[src/cpp_pkg.sv]
// Shared constants, types and helpers for the camera perspective projector.
package cpp_pkg;

  localparam int COORD_W   = 32;
  localparam int TRIG_W    = 16;
  localparam int FOCAL_W   = 31;
  localparam int FRAC_BITS = 16;
  localparam int TRIG_FRAC = 14;
  localparam int CFG_IDX_W = 4;

  localparam logic [CFG_IDX_W-1:0] REG_CAMERA_X     = 4'd0;
  localparam logic [CFG_IDX_W-1:0] REG_CAMERA_Y     = 4'd1;
  localparam logic [CFG_IDX_W-1:0] REG_CAMERA_Z     = 4'd2;
  localparam logic [CFG_IDX_W-1:0] REG_YAW_COSINE   = 4'd3;
  localparam logic [CFG_IDX_W-1:0] REG_YAW_SINE     = 4'd4;
  localparam logic [CFG_IDX_W-1:0] REG_PITCH_COSINE = 4'd5;
  localparam logic [CFG_IDX_W-1:0] REG_PITCH_SINE   = 4'd6;
  localparam logic [CFG_IDX_W-1:0] REG_FOCAL_SCALE  = 4'd7;

  localparam logic signed [TRIG_W-1:0] RESET_COSINE = 16'sd16384;
  localparam logic [FOCAL_W-1:0]       RESET_FOCAL  = 31'd32768000;

  // projection product, |product| + divisor/2, quotient bits kept
  localparam int PROD_W     = COORD_W + FOCAL_W + 1;
  localparam int NUM_W      = 2 * COORD_W - 1;
  localparam int QUO_BITS   = COORD_W + 1;
  localparam int DIV_STEP   = 3;
  localparam int DIV_STAGES = QUO_BITS / DIV_STEP;

  localparam int DEF_SCREEN_WIDTH  = 1024;
  localparam int DEF_SCREEN_HEIGHT = 768;

  typedef logic signed [COORD_W-1:0] coord_t;

  typedef struct packed {
    logic [COORD_W-1:0]  rem;
    logic [QUO_BITS-1:0] bits;  // numerator bits on top, quotient bits enter at bottom
    logic                ovf;
    logic                pos;   // product was >= 0
  } div_lane_t;

  typedef struct packed {
    logic               front;
    logic [COORD_W-1:0] den;
    div_lane_t          lx;
    div_lane_t          ly;
  } div_word_t;

  function automatic coord_t sat32(input logic signed [63:0] v);
    coord_t r;
    if (v > 64'sd2147483647) begin
      r = 32'sh7fffffff;
    end else if (v < -64'sd2147483648) begin
      r = 32'sh80000000;
    end else begin
      r = v[COORD_W-1:0];
    end
    return r;
  endfunction

endpackage

[src/cpp_output.sv]
// Screen placement, saturation, bounds test and output skid buffer.
module cpp_output
  import cpp_pkg::*;
#(
  parameter int SCREEN_WIDTH  = DEF_SCREEN_WIDTH,
  parameter int SCREEN_HEIGHT = DEF_SCREEN_HEIGHT
) (
  input  logic      clk,
  input  logic      rst,
  input  logic      tail_valid,
  input  div_word_t tail_word,
  output logic      en,
  input  logic      out_ready,
  output logic      out_valid,
  output coord_t    screen_x,
  output coord_t    screen_y,
  output logic      in_front,
  output logic      on_screen
);

  localparam int MARGIN_X = SCREEN_WIDTH / 4;
  localparam int MARGIN_Y = SCREEN_HEIGHT / 4;
  localparam int ONE      = 1 << FRAC_BITS;
  localparam logic signed [35:0] CENTER_X = 36'((SCREEN_WIDTH / 2) * ONE);
  localparam logic signed [35:0] CENTER_Y = 36'((SCREEN_HEIGHT / 2) * ONE);
  localparam coord_t X_LO  = 32'(-MARGIN_X * ONE);
  localparam coord_t X_HI  = 32'((SCREEN_WIDTH + MARGIN_X) * ONE);
  localparam coord_t Y_LO  = 32'(-MARGIN_Y * ONE);
  localparam coord_t Y_HI  = 32'((SCREEN_HEIGHT + MARGIN_Y) * ONE);
  localparam coord_t OFF_X = 32'((-MARGIN_X - 1) * ONE);
  localparam coord_t OFF_Y = 32'((-MARGIN_Y - 1) * ONE);

  typedef struct packed {
    coord_t sx;
    coord_t sy;
    logic   front;
    logic   on;
  } res_t;

  logic signed [35:0] qx, qy;
  coord_t             sx, sy;
  res_t               res, out_res, skid_res;
  logic               skid_valid;

  // an overflowed quotient saturates either way
  assign qx = tail_word.lx.ovf ? 36'sd8589934592 : $signed({3'b000, tail_word.lx.bits});
  assign qy = tail_word.ly.ovf ? 36'sd8589934592 : $signed({3'b000, tail_word.ly.bits});
  assign sx = sat32(64'(CENTER_X + (tail_word.lx.pos ? qx : -qx)));
  assign sy = sat32(64'(CENTER_Y + (tail_word.ly.pos ? -qy : qy)));

  always_comb begin
    res.front = tail_word.front;
    if (tail_word.front) begin
      res.sx = sx;
      res.sy = sy;
      res.on = (sx >= X_LO) && (sx <= X_HI) && (sy >= Y_LO) && (sy <= Y_HI);
    end else begin
      res.sx = OFF_X;
      res.sy = OFF_Y;
      res.on = 1'b0;
    end
  end

  assign en = !skid_valid;

  always_ff @(posedge clk) begin
    if (rst) begin
      out_valid  <= 1'b0;
      skid_valid <= 1'b0;
    end else if (skid_valid) begin
      if (out_ready) begin
        out_valid  <= 1'b1;
        out_res    <= skid_res;
        skid_valid <= 1'b0;
      end
    end else if (tail_valid) begin
      if (out_valid && !out_ready) begin
        skid_valid <= 1'b1;
        skid_res   <= res;
      end else begin
        out_valid <= 1'b1;
        out_res   <= res;
      end
    end else if (out_ready) begin
      out_valid <= 1'b0;
    end
  end

  assign screen_x  = out_res.sx;
  assign screen_y  = out_res.sy;
  assign in_front  = out_res.front;
  assign on_screen = out_res.on;

endmodule

[config.mk]
export PLATFORM = sky130hd
export DESIGN_NAME = cpp_output
export DESIGN_NICKNAME = d
export VERILOG_FILES = /design/src/cpp_pkg.sv /design/src/cpp_output.sv
export SDC_FILE = /design/constraint.sdc
export NUM_CORES = 1
export LEC_CHECK = 0
export ABC_AREA = 0
export BUFFER_PORTS_ARGS = -buffer_cell sky130_fd_sc_hd__buf_2
export CORE_UTILIZATION = 45
export CTS_BUF_LIST = sky130_fd_sc_hd__clkbuf_16
export DETAILED_ROUTE_END_ITERATION = 10
export PLACE_DENSITY = 0.78
export SYNTH_ARGS = -nofsm -noshare
export SYNTH_HDL_FRONTEND = slang
export SYNTH_SLANG_ARGS = --single-unit
[constraint.sdc]
create_clock -name clk -period 20.1 [get_ports clk]
set_clock_uncertainty 0.15 [all_clocks]
set_input_delay 1.005 -clock clk [delete_from_list [all_inputs] [get_ports clk]]
set_output_delay 1.005 -clock clk [all_outputs]
set_load 0.01 [all_outputs]
==> results of run 1 <==
-- worst max-delay path by stage --
stage / slack [ns] / endpoint
3_3_place_gp: 12.30 / screen_y[26]$_DFFE_PP_
5_1_grt: 12.04 / screen_y[26]$_DFFE_PP_
2_1_floorplan: 11.81 / skid_res[0]$_DFFE_PP_
3_5_place_dp: 12.23 / screen_y[26]$_DFFE_PP_
4_1_cts: 12.62 / screen_y[26]$_DFFE_PP_
6_report: 12.61 / screen_y[26]$_DFFE_PP_
-- sequential cells by signal, indices dropped and copies added (netlist names) --
| signal | cells |
|---|---|
| skid_res | 66 |
| screen_y | 32 |
| in_front | 1 |
| on_screen | 1 |
| screen_x | 32 |
| out_valid | 1 |
| skid_valid | 1 |
-- kinds of logic after synthesis --
group                      after synthesis
AOI/OAI and AO/OA                      293
muxes                                   29
buffers and inverters                   91
and+or+nand+nor                        399
xor gates and xnor gates                47
adders and majority gates                4
DFF                                    134
-- metal layers --
metal  global-route usage [%]  vias to the layer above  wire (µm)
met3                     2.91                       41       1890
met5                        0                        -          0
li1                         -                     4022          -
met4                     8.28                        0        556
met2                     40.3                      416      12600
met1                     34.0                     4134      11200
-- where the power goes --
group          switching (mW)  total (mW)  internal, mW
clock                   0.136       0.314         0.179
sequential            0.00290       0.324         0.321
combinational          0.0955       0.148        0.0525
-- metrics by stage --
step / power, mW / std cells
final: 0.786 / 1376
after global routing: 0.813 / 1376
after CTS: 0.786 / 1376
after detailed placement: 0.475 / 1344
after global placement: 0.472 / 1344
after floorplan: 0.428 / 997
-- placed cells by master, fill, tap and decap left out, types with 9 or more instances in the layout --
cell type	instances
o21ai_0	57
xnor2_1	31
and2_1	18
inv_1	18
a21o_1	9
nand2_1	98
or4_1	18
clkbuf_16	17
mux2_2	23
nor2_1	74
o31ai_1	14
nor4_1	23
a22o_1	12
nand4_1	10
nor2b_1	34
nand3_1	17
xor2_1	16
o211ai_1	9
or3_1	11
buf_2	142
nor3_1	33
o21ai_1	18
a31oi_1	20
a21oi_1	48
edfxtp_1	132
-- worst max-delay path, stage by stage --
cell      delay (ns)
buf_2           0.54
clkinv_1        0.91
nand2_1         0.37
ha_1            0.50
nor3b_1         0.49
and4_1          0.41
o22ai_1         0.14
o41a_1          0.53
a211oi_1        0.34
nand2_1         0.12
mux2i_1         0.13
o21ai_0         0.35
and2_0          0.96
o21ai_0         0.35
mux2_2          0.34
-- cell type report --
class / instances / area (µm²) / area share (%)
Clock buffer: 17 / 425 / 3.96
Clock inverter: 15 / 185 / 1.72
Inverter: 20 / 75.1 / 0.698
Multi-Input combinational cell: 772 / 4970 / 46.2
Sequential cell: 134 / 4000 / 37.2
Tap cell: 270 / 338 / 3.14
Timing Repair Buffer: 148 / 756 / 7.03
==> metrics.md, run 1 <==
| Metric | Value |
|---|---|
| Status | complete, no violations |
| Setup Viol. Count Final | 0 |
| Cell Pwr Density | between 70 and 80 nW/µm² |
| Number of clock sinks | 134 |
| DRT Pass-1 Iters | 5 |
| Critical path fanouts, max | 42 |
| Initial Util | 46.0% |
| Overall routing resource usage | 24.6% |
| Distinct cells, synth | between 90 and 100 |
| Share of layout cells above drive strength 1 | 21.2% |
| Normalized max-slew margin | 22.5% |
| Max clock buf depth | 2 |
| Via count | 8613 |
| Largest cells by area after synthesis | edfxtp_1 42%, nand2_1 3.9%, o21ai_0 3.1% |
| Post-synthesis simple-gate area fraction | 23.1% |
| Syn_nets | 1172 |
| Post-CTS resize count | 0 |
| H-tree depth | 4 |
| Hold_buf cts | 0 |
| Synthesized cell area | 9340 µm² |
| EDFF count, synth | 132 |
| Height of the die | about 150 µm |
| Area share of the largest cell type after synthesis | 42.4% |
| Max-slew violations | 0 |
| Area Growth Syn to Fin | 15.1% |
| HPWL reported at the end of detailed placement | 18500 µm |
| Reg2Reg Capture Point | screen_y[20]$_DFFE_PP_ |
| Synth Area in XOR/XNOR | around 4.4% |
| Synth warnings | 0 |
| CP startpoint | tail_word[1] |
| Max Freq | 133 MHz |
| Place WS | between 10 and 15 ns |
| Worst hold endpoint | in_front$_DFFE_PP_ |
| Fin Hold WS | 0.375 ns |
| Antenna violations before repair | 0 |
| Post-DR vias/cell | 6.26 |
| VDD IR max | 57.5 µV |
| Critical Path Source Type | input pin |
| Initial DRC count | 798 |
| First-pass GRT wire length | between 40000 and 50000 µm |
| Port Buffers | 142 |
| Worst-Skew Late Latency | 0.42 ns |
| Grt ovf | 0 |
| Finished Cell Area | 10800 µm² |
| DRC Markers | 0 |
| TritonCTS clock tree | yes |
| Post-synth top area cell | edfxtp_1 |
| Routed length per instance | 19.1 µm |
| Share of flip-flops with an asynchronous set or reset | 0% |
| Layout net count | ~1300 |
| Worst-case reg-to-reg path depth | 4 |
| Seq/Total Area, Yosys | a little over two fifths |
| Post-synthesis compound-gate area fraction | 21.6% |
| Slew @ Worst Pin | 1.16 ns |
| Full die area | 21300 µm² |
| Yosys reg bits | 134 |
| Largest family of logic cells by synthesized area | simple AND/OR/NAND/NOR gates |
| Core Region | roughly 20000 µm² |
| Max Cap Violations | 0 |
| CTS Buf Count | 17 |
| WP data required | 20.13 ns |
| Final min period | 7.49 ns |
| Clock root cell | clkbuf_16 |
| Fin crit share | 37.3% |
| Detail Route Antenna Nets | 0 |
| Count leader, synth | edfxtp_1 |
| Hold path depth | 2 |
| Post-Route WL | 26200 µm |
| Kind of critical path | in2reg |
| Final setup margin | approximately 13 ns |
| RSZ-0062 raised after global routing | no |
| Crit path DAT | about 7.5 ns |
| Leakage | 3.64 nW |
| Worst R2R Setup Slack | 17.47 ns |
| Top-Level Pins | 239 |
| Final hold vios | 0 |
| Syn Area/Cell | 9.37 µm² |
| # fillers | ~1900 |
| Post-synthesis adder-cell area fraction | 0.536% |
| Hold Path Class | reg2reg |
| Top post-synthesis cells by count | 132 x edfxtp_1, 98 x nand2_1, 74 x nor2_1, 57 x o21ai_0, 48 x a21oi_1 |
| CTS clock-pin slew for the worst setup and hold paths | about 0.070 ns |
| Post-CTS Setup Repair Bufs | 0 |
| Critical R2R Launch | skid_valid$_SDFF_PP0_ |
| Main flop type after synthesis | edfxtp_1 |
| Die W | 146 µm |
| Synthesized instance count | 997 |
| RD Place Congestion | 0.953 |
| Cell Area, Placed | 10100 µm² |
| Vias in the first global route | 7775 |
| Ant. Diodes | 0 |
| Crit end category | flop |
| Multiplexer area fraction after synthesis | 3.42% |
| Site row count | 52 |
| Post-Route Setup TNS | 0 ns |
| Largest net degree at the start of global routing | between 60 and 70 |
| Hold wc startpoint | skid_res[1]$_DFFE_PP_ |
| Final Util | 53.0% |
(Power assumes the default switching activity.)
==> run 2: changes to the inputs <==
--- a/config.mk
+++ b/config.mk
@@ -5,7 +5,7 @@
 export SDC_FILE = /design/constraint.sdc
 export NUM_CORES = 1
 export LEC_CHECK = 0
-export ABC_AREA = 0
+export ABC_AREA = 1
 export BUFFER_PORTS_ARGS = -buffer_cell sky130_fd_sc_hd__buf_2
 export CORE_UTILIZATION = 45
 export CTS_BUF_LIST = sky130_fd_sc_hd__clkbuf_16
==> constraint.sdc (replaced) <==
create_clock -name clk -period 7.7 [get_ports clk]
set_clock_uncertainty 0.15 [all_clocks]
set_input_delay 0.385 -clock clk [delete_from_list [all_inputs] [get_ports clk]]
set_output_delay 0.385 -clock clk [all_outputs]
set_load 0.01 [all_outputs]
==> metrics.md, run 2 <==
| Metric | Value |
|---|---|
| Leakage | 4.86 nW |
| Distinct cells, synth | 39 |
| # fillers | 1953 |
| CP top delay family | simple AND/OR/NAND/NOR gates |
| Biggest register | skid_res |
| Antenna violations before repair | 0 |
| Worst path cell trace | buf_2 -> inv_2 -> nand2_1 -> ha_1 -> nand3_1 -> nor2_1 -> nand3_1 -> nand2_1 -> nand2_1 -> nand2_1 -> ha_1 -> nand3_1 -> nor2_4 -> a31oi_1 -> inv_2 -> nand2_2 -> nand3_1 -> nor2_1 -> nand2_1 -> nor2_1 -> a21oi_1 -> nor2_1 -> nand2_1 -> a21oi_2 |
| Critical R2R Launch | skid_valid$_SDFF_PP0_ |
| Port Buffers | approximately 140 |
| Commonest non-fill, non-tap cells in the layout | 501 x nand2_1, 142 x buf_2, 132 x edfxtp_1 |
| Hold path depth | 3 |
| Share of flip-flops with an asynchronous set or reset | 0% |
| Via count | about 8700 |
| Critical Path Source Type | input pin |
| Kind of critical path | in2reg |
| Max Freq | approximately 210 MHz |
| DRC Markers | 0 |
| Slew @ Worst Pin | 1.02 ns |
| Clock power frac | 38.3% |
| Worst R2R Setup Slack | 4.66 ns |
| Worst-Skew Late Latency | 0.42 ns |
| Setup Viol. Count Final | 0 |
| Status | complete, no violations |
| Count leader, synth | nand2_1 |
| Grt ovf | 0 |
| Synthesized cell area | between 9000 and 10000 µm² |
| Max FFs per register | 66 |
| Post-synth top area cell | edfxtp_1 |
| Share of layout cells above drive strength 1 | 16.9% |
| Reg2Reg Capture Point | screen_x[27]$_DFFE_PP_ |
| EDFF count, synth | 132 |
| CP max-delay cell | nand2_2 |
| Area share of the largest cell type after synthesis | 42.4% |
| Crit path DAT | 4.90 ns |
| Post-Route Setup TNS | 0 ns |
| Largest net degree at the start of global routing | 69 |
| Syn_nets | 1466 |
| Yosys reg bits | between 100 and 150 |
| H-tree depth | 4 |
| Final Util | 52.6% |
| Hold Path Class | in2reg |
| RD Place Congestion | between 0.9 and 1 |
| Synth warnings | 0 |
| CTS clock-pin slew for the worst setup and hold paths | 0.06 ns |
| Post-CTS Setup Repair Bufs | 0 |
| Worst hold endpoint | out_valid$_SDFFE_PP0P_ |
| Pint | around 1.4 mW |
| Syn Area/Cell | 7.24 µm² |
| Ant. Diodes | 0 |
| Buf+Inv Stages, Crit Path | 3 |
| DRT Pass-1 Iters | 5 |
| CTS Buf Count | 17 |
| Final min period | 4.77 ns |
| Top post-synthesis cells by count | 501 x nand2_1, 132 x edfxtp_1, 120 x nor2_1, 108 x nand3_1, 97 x inv_1 |
| Hold wc startpoint | rst |
| Max-slew violations | 0 |
| Routed length per instance | 13.6 µm |
| RSZ-0062 raised after global routing | no |
| HPWL reported at the end of detailed placement | ~17000 µm |
| Fin crit share | 61.9% |
| Layout net count | 1575 |
| Full die area | 21300 µm² |
| Seq/Total Area, Yosys | 42.8% |
| Most numerous cell on the critical path | nand2_1 |
| Area Growth Syn to Fin | 14.3% |
| Initial Util | 46.0% |
| CP max stage delay | 0.74 ns |
| Number of clock sinks | 134 |
| Main flop type after synthesis | edfxtp_1 |
| Crit end category | flop |
| WP data required | 7.83 ns |
| Die W | 146 µm |
| Initial DRC count | 732 |
| Post-Route WL | between 20000 and 25000 µm |
| Largest cells by area after synthesis | edfxtp_1 42%, nand2_1 20%, nand3_1 5.8% |
| Net Sw Power | 0.585 mW |
| Critical path fanouts, max | 64 |
| Synthesized instance count | about 1300 |
| VDD IR max | 112 µV |
| Final hold vios | 0 |
| Post-DR vias/cell | 5.15 |
| Detail Route Antenna Nets | 0 |
| Sw Ratio | 28.9% |
| Core Region | 20300 µm² |
| Vias in the first global route | ~7700 |
| Max Cap Violations | 0 |
| Top-Level Pins | roughly 240 |
| Max clock buf depth | 2 |
| Overall routing resource usage | 21.6% |
| Worst-case reg-to-reg path depth | 5 |
| Clock root cell | clkbuf_16 |
| First-pass GRT wire length | 37300 µm |
| Combinational cell fraction of total power | 19.9% |
| Post-CTS resize count | 0 |
| Hold_buf cts | 0 |
| Sequential share of power | 41.8% |
| Height of the die | 146 µm |
| Normalized max-slew margin | 31.8% |
| TritonCTS clock tree | yes |
| Site row count | 52 |
| Most common cell after layout, fill and taps aside | nand2_1 |
| Cell Pwr Density | 189 nW/µm² |
==> run 2: power by group through the flow <==
| stage | clock network, mW | logic [mW] | registers [mW] |
|---|---|---|---|
| 6_report | 0.775 | 0.403 | 0.845 |
| 5_1_grt | 0.814 | 0.454 | 0.847 |
| 4_1_cts | 0.787 | 0.400 | 0.845 |
| 3_5_place_dp | 0 | 0.398 | 0.860 |
| 3_3_place_gp | 0 | 0.391 | 0.860 |
| 2_1_floorplan | 0 | 0.286 | 0.871 |
==> run 2: worst max path at each step <==
stage | cells past startpoint | startpoint | slack (ns) | endpoint
2_1_floorplan | 4 | out_ready | 1.93 | skid_valid$_SDFF_PP0_
3_3_place_gp | 24 | tail_word[68] | 2.60 | on_screen$_DFFE_PP_
3_5_place_dp | 24 | tail_word[68] | 2.55 | on_screen$_DFFE_PP_
4_1_cts | 24 | tail_word[68] | 2.95 | on_screen$_DFFE_PP_
5_1_grt | 28 | tail_word[68] | 2.41 | on_screen$_DFFE_PP_
6_report | 24 | tail_word[68] | 2.93 | on_screen$_DFFE_PP_
==> run 2: layout make-up <==
class                   count  area, µm²  share of cell area (%)
multi-input cells         987       4600                    43.1
flip-flops and latches    134       4000                    37.5
repair buffers            147        748                    7.01
clock buffers              17        425                    3.98
inverters                 113        424                    3.97
well taps                 270        338                    3.16
clock inverters            14        139                    1.30
==> run 2: kinds of logic (layout without fill, tap and decap cells) <==
kind of cell | count (synthesis) | in the layout | share of synthesized area, %
AO/OA/AOI/OAI | 142 | 142 | 8.26
XOR/XNOR | 51 | 51 | 4.78
adder cells (fa/ha/maj) | 4 | 4 | 0.536
buffers and inverters | 170 | 291 | 8.15
flip-flops | 134 | 134 | 42.8
AND/OR/NAND/NOR | 790 | 790 | 35.4
==> run 2: metal layers <==
layer	track usage [%]	wire length, µm	vias up
met5	0	0	-
met4	7.45	480	0
met3	3.16	1360	37
li1	-	-	4403
met2	33.8	10500	284
met1	30.6	10600	3937
==> run 2: worst min-delay path, cell delays in order <==
cell      delay, ns
buf_2          0.14
o21bai_1       0.12
inv_1          0.05
==> run 2: metrics by stage <==
step / cells / instance area (µm²) / total power, mW / setup WS (ns) / hold slack (ns)
5_1_grt: 1682 / 10700 / 2.11 / 2.41 / 0.179
4_1_cts: 1682 / 10700 / 2.03 / 2.95 / 0.161
6_report: 1682 / 10700 / 2.02 / 2.93 / 0.172
3_3_place_gp: 1651 / 10100 / 1.25 / 2.60 / 0.349
3_5_place_dp: 1651 / 10100 / 1.26 / 2.55 / 0.354
2_1_floorplan: 1291 / 9340 / 1.16 / 1.93 / 0.334
